### src/design/bfdh_pkg.sv
`timescale 1ns / 1ps
// ----------------------------------------------------------------------------
// bfdh_pkg: shared types and constants
// Transaction structs, hash constants and controller/datapath interface.
// ----------------------------------------------------------------------------
package bfdh_pkg;

  localparam int unsigned BITS_MAX_DEF   = 65536;
  localparam int unsigned HASHES_MAX_DEF = 30;

  localparam int unsigned K_W      = 5;
  localparam int unsigned BC_W     = 17;
  localparam int unsigned CFG_IDX_W = 2;
  localparam int unsigned CNT_W    = 7;

  localparam logic [CFG_IDX_W-1:0] REG_HASH_COUNT = 2'd0;
  localparam logic [CFG_IDX_W-1:0] REG_BIT_COUNT  = 2'd1;

  localparam logic [K_W-1:0]  HASH_COUNT_RST = 5'd6;
  localparam logic [BC_W-1:0] BIT_COUNT_RST  = 17'd65536;
  localparam int unsigned     BITS_MIN       = 64;

  localparam logic [63:0] FNV_OFFSET = 64'hCBF29CE484222325;
  localparam logic [63:0] MIX_MUL_A  = 64'hFF51AFD7ED558CCD;
  localparam logic [63:0] MIX_MUL_B  = 64'hC4CEB9FE1A85EC53;
  localparam int unsigned MIX_SHIFT  = 33;

  localparam logic        CMD_ADD   = 1'b0;
  localparam logic        CMD_QUERY = 1'b1;

  typedef struct packed {
    logic       command;
    logic [7:0] key_byte;
    logic       byte_valid;
    logic       last_byte;
  } in_item_t;

  typedef struct packed {
    logic was_query;
    logic maybe_present;
  } out_item_t;

  typedef struct packed {
    logic       clr_write;
    logic       mix_load;
    logic       mul_step;
    logic       mul_sel_b;
    logic [1:0] mul_chunk;
    logic       mul_end;
    logic       div_start;
    logic       div_step;
    logic       mem_write;
    logic       mem_read;
    logic       miss;
    logic       probe_next;
    logic       out_load;
  } dp_cmd_t;

  typedef struct packed {
    logic clr_last;
    logic is_query;
    logic last_probe;
    logic rd_bit;
    logic out_busy;
  } dp_stat_t;

  function automatic logic [63:0] fnv_step(input logic [63:0] h, input logic [7:0] b);
    logic [63:0] x;
    x = h ^ {56'd0, b};
    return (x << 40) + (x << 8) + (x << 7) + (x << 5) + (x << 4) + (x << 1) + x;
  endfunction

endpackage

### src/design/bfdh_ctrl.sv
`timescale 1ns / 1ps
// ----------------------------------------------------------------------------
// bfdh_ctrl: sequencing controller
// Clearing sweep, murmur mix steps, serial modulo and per-probe memory access.
// ----------------------------------------------------------------------------
module bfdh_ctrl
  import bfdh_pkg::*;
(
  input  logic     clk,
  input  logic     rst_n,
  input  logic     in_go,
  input  dp_stat_t stat,
  output dp_cmd_t  cmd,
  output logic     idle
);

  typedef enum logic [6:0] {
    S_CLEAR  = 7'b0000001,
    S_IDLE   = 7'b0000010,
    S_MUL    = 7'b0000100,
    S_DIV    = 7'b0001000,
    S_ACCESS = 7'b0010000,
    S_CHECK  = 7'b0100000,
    S_DONE   = 7'b1000000
  } state_t;

  localparam logic [CNT_W-1:0] MUL_LAST = CNT_W'(10);
  localparam logic [CNT_W-1:0] DIV_LAST = CNT_W'(64);

  state_t           state_r, state_nxt;
  logic [CNT_W-1:0] cnt_r, cnt_nxt;

  always_ff @(posedge clk) begin
    if (!rst_n) begin
      state_r <= S_CLEAR;
      cnt_r   <= '0;
    end else begin
      state_r <= state_nxt;
      cnt_r   <= cnt_nxt;
    end
  end

  always_comb begin
    state_nxt = state_r;
    cnt_nxt   = cnt_r;
    cmd       = '0;
    idle      = 1'b0;
    case (state_r)
      S_CLEAR: begin
        cmd.clr_write = 1'b1;
        if (stat.clr_last) state_nxt = S_IDLE;
      end
      S_IDLE: begin
        idle = 1'b1;
        if (in_go) begin
          state_nxt = S_MUL;
          cnt_nxt   = '0;
        end
      end
      S_MUL: begin
        cnt_nxt = cnt_r + 1'b1;
        if (cnt_r == '0) begin
          cmd.mix_load = 1'b1;
        end else if (cnt_r <= CNT_W'(4)) begin
          cmd.mul_step  = 1'b1;
          cmd.mul_chunk = 2'(cnt_r - CNT_W'(1));
        end else if (cnt_r == CNT_W'(5) || cnt_r == MUL_LAST) begin
          cmd.mul_end = 1'b1;
        end else begin
          cmd.mul_step  = 1'b1;
          cmd.mul_sel_b = 1'b1;
          cmd.mul_chunk = 2'(cnt_r - CNT_W'(6));
        end
        if (cnt_r == MUL_LAST) begin
          state_nxt = S_DIV;
          cnt_nxt   = '0;
        end
      end
      S_DIV: begin
        cnt_nxt = cnt_r + 1'b1;
        if (cnt_r == '0) cmd.div_start = 1'b1;
        else             cmd.div_step  = 1'b1;
        if (cnt_r == DIV_LAST) state_nxt = S_ACCESS;
      end
      S_ACCESS: begin
        cnt_nxt = '0;
        if (stat.is_query) begin
          cmd.mem_read = 1'b1;
          state_nxt    = S_CHECK;
        end else begin
          cmd.mem_write = 1'b1;
          if (stat.last_probe) begin
            state_nxt = S_DONE;
          end else begin
            cmd.probe_next = 1'b1;
            state_nxt      = S_DIV;
          end
        end
      end
      S_CHECK: begin
        cnt_nxt = '0;
        if (!stat.rd_bit) begin
          cmd.miss  = 1'b1;
          state_nxt = S_DONE;
        end else if (stat.last_probe) begin
          state_nxt = S_DONE;
        end else begin
          cmd.probe_next = 1'b1;
          state_nxt      = S_DIV;
        end
      end
      S_DONE: begin
        if (!stat.out_busy) begin
          cmd.out_load = 1'b1;
          state_nxt    = S_IDLE;
        end
      end
      default: begin
        state_nxt = S_CLEAR;
        cnt_nxt   = '0;
      end
    endcase
  end

  div_cnt_range: assert property (@(posedge clk) disable iff (!rst_n)
    (state_r == S_DIV) |-> (cnt_r <= DIV_LAST))
    else $error("modulo step count overran");

  mul_cnt_range: assert property (@(posedge clk) disable iff (!rst_n)
    (state_r == S_MUL) |-> (cnt_r <= MUL_LAST))
    else $error("mix step count overran");

  access_after_div: assert property (@(posedge clk) disable iff (!rst_n)
    (state_r == S_ACCESS) |-> ($past(state_r) == S_DIV))
    else $error("memory access without a finished modulo");

endmodule

### config.mk
export PLATFORM = sky130hd
export DESIGN_NAME = bfdh_ctrl
export DESIGN_NICKNAME = d
export VERILOG_FILES = /design/src/design/bfdh_pkg.sv /design/src/design/bfdh_ctrl.sv
export SDC_FILE = /design/constraint.sdc
export NUM_CORES = 1
export LEC_CHECK = 0
export ABC_CLOCK_PERIOD_IN_PS = 2700
export BUFFER_PORTS_ARGS = -buffer_cell sky130_fd_sc_hd__buf_4
export CAP_MARGIN = 5
export CORE_MARGIN = 1.5
export CORE_UTILIZATION = 53
export DETAILED_ROUTE_END_ITERATION = 6
export PLACE_DENSITY = 0.78
export SLEW_MARGIN = 30
export SYNTH_ARGS = -nofsm -noshare
export SYNTH_HDL_FRONTEND = slang
export SYNTH_SLANG_ARGS = --single-unit
### constraint.sdc
create_clock -name clk -period 2.7 [get_ports clk]
set_clock_uncertainty 0.2 [all_clocks]
set_input_delay 0.675 -clock clk [delete_from_list [all_inputs] [get_ports clk]]
set_output_delay 0.675 -clock clk [all_outputs]
set_load 0.02 [all_outputs]
# After elaboration in Yosys (flattened, before gate mapping)
# Index checks and enable logic that the tools add are counted.
# W data, S select, Z words.
[word_totals] regBits=14 input_bits=8 out_inout_bits=15 wordCells=63
[op_classes] add_sub_neg=3 magnitude_cmp=1 n_eq_ne=15 muxes=36 bitwise=1 n_reduce_logical=5
[op_table] operator="$mux W7" n=10
[op_table] operator="$pmux W7 S7" n=1
[op_table] operator="$pmux W7 S4" n=1
[op_table] operator="$mux W1" n=17
[op_table] operator="$eq A7 B3 Y1 const B" n=2
[op_table] operator="$eq A7 B4 Y1 const B" n=2
[op_table] operator="$eq A7 B7 Y1 const B" n=2
[op_table] operator="$ne A2 B2 Y1 const B" n=5
[op_table] operator="$add A7 B1 Y7 const B" n=1
[op_table] operator="$eq A7 B1 Y1 const B" n=1
[op_table] operator="$eq A7 B2 Y1 const B" n=1
[op_table] operator="$eq A7 B5 Y1 const B" n=1
[op_table] operator="$eq A7 B6 Y1 const B" n=1
[op_table] operator="$le A7 B3 Y1 const B" n=1
[op_table] operator="$logic_not A7 Y1" n=1
[op_table] operator="$mux W2" n=3
[op_table] operator="$mux W6" n=1
[op_table] operator="$mux W5" n=1
[op_table] operator="$reduce_and A5 Y1" n=1
[op_table] operator="$mux W4" n=1
[op_table] operator="$pmux W1 S2" n=1
[op_table] operator="$reduce_and A2 Y1" n=1
[op_table] operator="$reduce_or A2 Y1" n=1
[op_table] operator="$sub A2 B1 Y2 const B" n=1
[op_table] operator="other kinds (3)" n=3

# Longest topological paths before layout
# Gate-level depths: netlist (run 1).
[depth] ltp_word=6 depth_mapped=7 depth_no_buf=7

# Least setup slack after synthesis (run 1)
# Ideal clock, no wire load.
[synth_path] kind="register to output" startpoint="reg state_r[6]" endpoint="out idle" arrival_ns=1.592 setup_slack_ns=0.233 path_stages_with_launch=5 path_buffers=1 path_cell_list="dfxtp_1 -> buf_6 -> nor2_4 -> or4b_4 -> nor3b_1"
[synth_via] elab_chain_len=2
[synth_rtl] item="start: declaration" line="bfdh_ctrl.sv:30" source="state_t state_r, state_nxt;"
[synth_rtl] item="start signal: assignment" line="bfdh_ctrl.sv:38" source="state_r <= state_nxt;"
[synth_rtl] item="$eq A7 B2 Y1" line="bfdh_ctrl.sv:48" source="case (state_r)"
[synth_rtl] item="$mux W1" line="bfdh_ctrl.sv:48"
[synth_rtl] item="end: declaration" line="bfdh_ctrl.sv:14" source="output logic idle"
# No other way between the ends.

==> impl_metrics.ini, run 1 <==
[synthesis]
yosys_warnings = 0
synth_common_cells = nor2_1, dfxtp_1
async_flop_share = 0
syn_nets = 149
synth_area_um2 = 1070
yosysSeqAreaShare = 0.262
ys_types = 46
synth.area.top_cells = dfxtp_1, nor2_1, xor2_1
ys_seq_elements = 14
yosys.area.top_type = dfxtp_1
syn_area_per_cell_um2 = 7.81
yosysMostFrequentCell = nor2_1
synth_top_area_frac = 0.262
synth_edf_count = 0
synthesis.instances = 137
ys.flop_type = dfxtp_1

[sta]
slew_viol_final = 0
fmax_mhz = 369
period_share = 1.00
tightest_slew_ps = 494
slew_headroom = 0.669
hold_viol_final = 0
min_period_ps = 2710
finalWorstSetupSlack_ps = -8.21
setup_viol_count_final = 1
rsz0062_at_grt = true

[placed_design]
portBuffers = 22
post-place-cells = 182
postPlaceCellArea_um2 = 1250
place_congestion = 0.848
hpwl_mm = 1.88

[power]
p_clk_frac = 0.170
peakVddDrop_uv = 390
switching_share = 0.371
pwr_density_cell_nw_per_um2 = 487
leakagePower_nw = 0.644
pwr-share-seq = 0.366
switchingPower_mw = 0.254
comb_power_share = 0.464
p_int_mw = 0.431

[grt]
grt_remaining_overflow = 0
first_global_vias = 865
grt_antenna_before_repair = 0
grt_pass1_wl_mm = 3.71
grt_start_max_net_pins = 11
grt.total_usage = 0.231

[clock_tree]
tritoncts = yes
clock_sink_count = 14
path_clk_slew_ps = 80
ctsRootBufferMaster = clkbuf_4
clk_latency_ps = 280
cts_max_level = 1
cts_max_path_buffers = 2
cts_made_buffers = 3

[floorplan]
chipWidth_um = 47.9
row_count = 16
core-area_um2 = 1920
dieArea_um2 = 2300
start_util = 0.557
io_pins = 23
dieHeight_um = 47.9

[worst_setup_path]
critPathKind = reg -> out
cp_max_fo = 6
start_kind = flip-flop
rr_worst_depth = 8
worstSetupEndpointType = output port
crit_required_ps = 1820
arrival_ps = 1830

[detailed_routing]
drt_first_pass_iters = 4
wire_per_inst_um = 14.2
remaining_drc_errors = 0
wl_mm = 2.76
drtIter0Drc = 45
ant_nets = 0
vias = 1118
viasPerCell = 5.76

[cells_and_area]
final_cells = 194
area_delta_synth_final_pct = 31.5
nets = 181
fillCellCount = 159
drive_above_1_share = 0.359
diodes = 0
fin_area_um2 = 1410

[run]
max-cap-violations = 0

[run_status]
outcome = finished, violations left
violations = negative setup slack

[hold_path]
holdPathStages = 2
hold_path.class = reg -> reg
[cell type report]
class                      instances  area [um2]  share of cell area
multi-input combinational        111         773               0.550
sequential                        14         299               0.213
timing repair buffer              33         255               0.181
tap                               27        33.8              0.0240
clock buffer                       3        22.5              0.0160
inverter                           6        22.5              0.0160
[power groups by stage]
stage	sequential (mW)	combinational, mW	clock, mW
2_1_floorplan	0.241	0.198	0
3_3_place_gp	0.247	0.263	0
3_5_place_dp	0.248	0.266	0
4_1_cts	0.242	0.281	0.121
5_1_grt	0.253	0.346	0.128
6_report	0.251	0.318	0.117
[state kept, by name, indices dropped and copies added, names as in the netlist]
register	flops
state_r	7
cnt_r	7
[cells in the final DEF (no fill, tap or decap), drive strengths merged, types with 2 or more instances in the layout]
master	n
a21oi	6
and3	6
buf	33
clkbuf	3
dfxtp	14
ha	4
inv	6
nand2	6
nand2b	2
nand3	4
nor2	24
nor2b	6
nor3	3
nor3b	5
o2111ai	3
o211ai	3
o21ai	7
o22a	3
o22ai	2
o31ai	2
xnor2	2
xor2	6
[worst max-delay path, cell delays in order, from the launching register on]
cell and delay [ps]:
dfxtp_4 370, nor2_4 120, or4b_4 490, or3b_4 400, inv_2 60, buf_6 110
[kinds of logic (layout without fill, tap and decap cells)]
group | Yosys count | in the layout | synth area share
fa+ha+maj | 4 | 4 | 0.0468
simple gates | 67 | 67 | 0.358
mux | 1 | 1 | 0.0105
compound gates | 31 | 31 | 0.206
buf+inv | 12 | 42 | 0.0515
flops | 14 | 14 | 0.262
xor+xnor | 8 | 8 | 0.0655
[per-layer routing]
layer | routed length, um | track usage
met1 | 1260 | 0.309
met2 | 1330 | 0.379
met3 | 140 | 0.0528
met4 | 34 | 0.0486
met5 | 0 | 0
[repair_timing]
item	in CTS	in global routing
buffers inserted	3	6
gates resized for setup	8	16
pin swaps	2	3
setup endpoints to repair	7	12
hold endpoints to repair	0	0
hold buffers	0	0
[per-stage QoR]
stage | hold slack (ps) | power (mW) | setup slack (ps) | TNS (ps) | utilization
6_report | 386 | 0.685 | -8.21 | -8.21 | 0.732
5_1_grt | 415 | 0.727 | -45.6 | -46.2 | 0.732
3_5_place_dp | 345 | 0.514 | 213 | 0 | 0.651
3_3_place_gp | 343 | 0.510 | 232 | 0 | 0.651
4_1_cts | 369 | 0.644 | -34.4 | -61.8 | 0.682
2_1_floorplan | 309 | 0.439 | 233 | 0 | -
[path summary, 6_finish.rpt]
kind | slack, ps | start | end
setup reg to reg | 540 | cnt_r[0] | state_r[3]
hold reg to reg | 390 | cnt_r[6] | cnt_r[6]
setup / recovery | -8 | state_r[6] | cmd[13]
hold / removal | 390 | cnt_r[6] | cnt_r[6]
No activity file was read; power rests on OpenSTA's default activity.
==> inputs of run 2 (changes only) <==
- ABC_AREA: default -> 1
- CORE_UTILIZATION: 53 -> 55
- PLACE_DENSITY: 0.78 -> 0.79
==> run 2 against run 1 <==
Net effect: the run now ends clean; maximum frequency is 4.1% higher; critical endpoint is now cmd[8]; combinational power increased by 36%; count of clock-buffer cells in the layout increased by 1; die area is 9.0% higher; synthesized area up 14%; clock power grew 42%; final area increased by 3.9%.
==> impl_metrics.ini, run 2 <==
[run_status]
outcome = finished, final reports clean

[placed_design]
portBuffers = 22
hpwl_mm = 2.28
postPlaceCellArea_um2 = 1410
place_congestion = 0.904

[power]
switchingPower_mw = 0.396
peakVddDrop_uv = 439
comb_power_share = 0.503
pwr_density_cell_nw_per_um2 = 591
pwr-share-seq = 0.305
leakagePower_nw = 0.755
p_clk_frac = 0.192
switching_share = 0.459
p_int_mw = 0.467

[sta]
slew_viol_final = 0
min_period_ps = 2600
rsz0062_at_grt = false
slew_headroom = 0.768
period_share = 0.963
tightest_slew_ps = 348
fmax_mhz = 384
hold_viol_final = 0
setup_viol_count_final = 0
setup_tns_ps = 0

[grt]
grt_remaining_overflow = 0
first_global_vias = 1186
grt_antenna_before_repair = 0
grt.total_usage = 0.251
grt_start_max_net_pins = 10
grt_pass1_wl_mm = 4.89

[clock_tree]
clk_latency_ps = 300
tritoncts = yes
ctsRootBufferMaster = clkbuf_4
cts_hold_buffers = 0
clock_sink_count = 14
path_clk_slew_ps = 100
cts_max_level = 1
cts_made_buffers = 3
cts_setup_buffers = 0
cts_max_path_buffers = 2

[worst_setup_path]
slowest_delay_ps = 390
cpMaxStageDelayCell = dfxtp_4
critPathKind = reg -> out
crit_family = compound AO/OA/AOI/OAI gates
start_kind = flip-flop
r2r-end = state_r[1]
reg2reg_slack_ps = 930
path_buf_inv = 2
worstSetupEndpointType = output port
arrival_ps = 1730
crit_required_ps = 1820
cp.depth = 7
rr_worst_depth = 11
timing.rr.start = cnt_r[0]
cp_max_fo = 7
critical_path.cell_chain = inv_1 -> ha_2 -> o21ai_2 -> nor2_2 -> o21ai_0 -> o211a_1 -> buf_4

[floorplan]
io_pins = 23
start_util = 0.602
dieHeight_um = 50.0
chipWidth_um = 50.0
row_count = 16
core-area_um2 = 2020
dieArea_um2 = 2500

[cells_and_area]
area_delta_synth_final_pct = 20.0
diodes = 0
layout_commonest_cell = nand2_1
fillCellCount = 167
reg_top3 = cnt_r (7), state_r (7)
nets = 220
final_cell_mix = nand2_1, inv_1, buf_4
drive_above_1_share = 0.338
fin_area_um2 = 1460

[detailed_routing]
remaining_drc_errors = 0
drtIter0Drc = 43
wl_mm = 2.90
drt_first_pass_iters = 4
viasPerCell = 5.30
ant_nets = 0
wire_per_inst_um = 12.4
vias = 1240

[synthesis]
ys_seq_elements = 14
synthesis.instances = 182
syn_area_per_cell_um2 = 6.69
synth_area_um2 = 1220
yosys.area.top_type = dfxtp_1
async_flop_share = 0
yosys_warnings = 0
ys.flop_type = dfxtp_1
synth_common_cells = nand2_1, inv_1, nor2_1, dfxtp_1, nand3_1
yosysMostFrequentCell = nand2_1
yosysSeqAreaShare = 0.230
synth.area.top_cells = dfxtp_1, nand2_1, inv_1
syn_nets = 194
ys_types = 29
synth_edf_count = 0
synth_top_area_frac = 0.230

[hold_path]
hold_path.class = reg -> reg
hp-start = state_r[2]
hold_end = state_r[2]
holdPathStages = 2

[run]
max-cap-violations = 0
==> run 2: changes by cell type after synthesis, sizes merged, moves of 4 or more <==
| cell | change |
|---|---|
| nand2 | +38 |
| inv | +25 |
| nand3 | +14 |
| nor2 | +9 |
| a21oi | +7 |
| and3 | -6 |
| nor2b | -6 |
| nor3b | -4 |
| xor2 | -4 |
==> run 2: worst max path at each step <==
stage             start      to  slack, ps
2_1_floorplan  cnt_r[0]  cmd[9]        230
3_3_place_gp   cnt_r[0]  cmd[9]        360
3_5_place_dp   cnt_r[0]  cmd[9]        280
4_1_cts        cnt_r[0]  cmd[9]         20
5_1_grt        cnt_r[0]  cmd[9]          8
6_report       cnt_r[0]  cmd[8]        100
==> run 2: worst reg2reg max path, stage by stage, from the launching register on <==
cell,delay (ps)
dfxtp_4,380
inv_1,100
ha_2,210
nand2_2,70
nor2_4,100
nand2_1,80
nand2_2,100
nand3_2,90
nor2_4,140
nand2_1,70
nand2_1,80
nor2_2,40
==> run 2: area by class of cell <==
type / count / area (um2) / share of cell area
inverter: 31 / 116 / 0.0796
tap: 27 / 33.8 / 0.0231
sequential: 14 / 285 / 0.195
timing repair buffer: 22 / 165 / 0.113
multi-input combinational: 136 / 825 / 0.564
clock buffer: 4 / 36.3 / 0.0248
==> run 2: what timing repair did <==
action | 4_1_cts | 5_1_grt
setup endpoints to repair | 3 | 3
pin swaps | 0 | 0
endpoints found under the hold margin | 0 | 0
resized for setup | 2 | 6
==> run 2: stage by stage <==
stage          hold WS, ps  power (mW)  cells  setup WS (ps)  utilization
2_1_floorplan          258       0.587    182            228            -
3_3_place_gp           270       0.681    230            357        0.695
3_5_place_dp           303       0.695    230            276        0.695
4_1_cts                312       0.855    234           20.0        0.714
5_1_grt                346       0.926    234           7.73        0.723
6_report               325       0.863    234           99.1        0.723
==> run 2: routing by layer <==
layer,up-vias,part of all wire,global-route usage
met5,-,0,0
met4,0,0.011,0.0787
met3,5,0.044,0.0424
met2,42,0.48,0.436
met1,560,0.46,0.311
li1,633,-,-
==> run 2: power by group through the flow <==
| stage | clock (mW) | sequential (mW) | combinational (mW) |
|---|---|---|---|
| detailed placement | 0 | 0.267 | 0.428 |
| CTS | 0.163 | 0.263 | 0.429 |
| global placement | 0 | 0.264 | 0.417 |
| finish | 0.166 | 0.264 | 0.434 |
| global route | 0.174 | 0.268 | 0.483 |
| floorplan | 0 | 0.261 | 0.325 |
==> run 2: logic make-up (layout without fill, tap and decap cells) <==
kind of cell,count (synthesis),count (layout),share of synthesized area
flip-flops,14,14,0.230
AO/OA/AOI/OAI,22,22,0.0997
buffers and inverters,32,57,0.105
adder cells (fa/ha/maj),4,4,0.0411
AND/OR/NAND/NOR,107,107,0.503
XOR/XNOR,3,3,0.0216
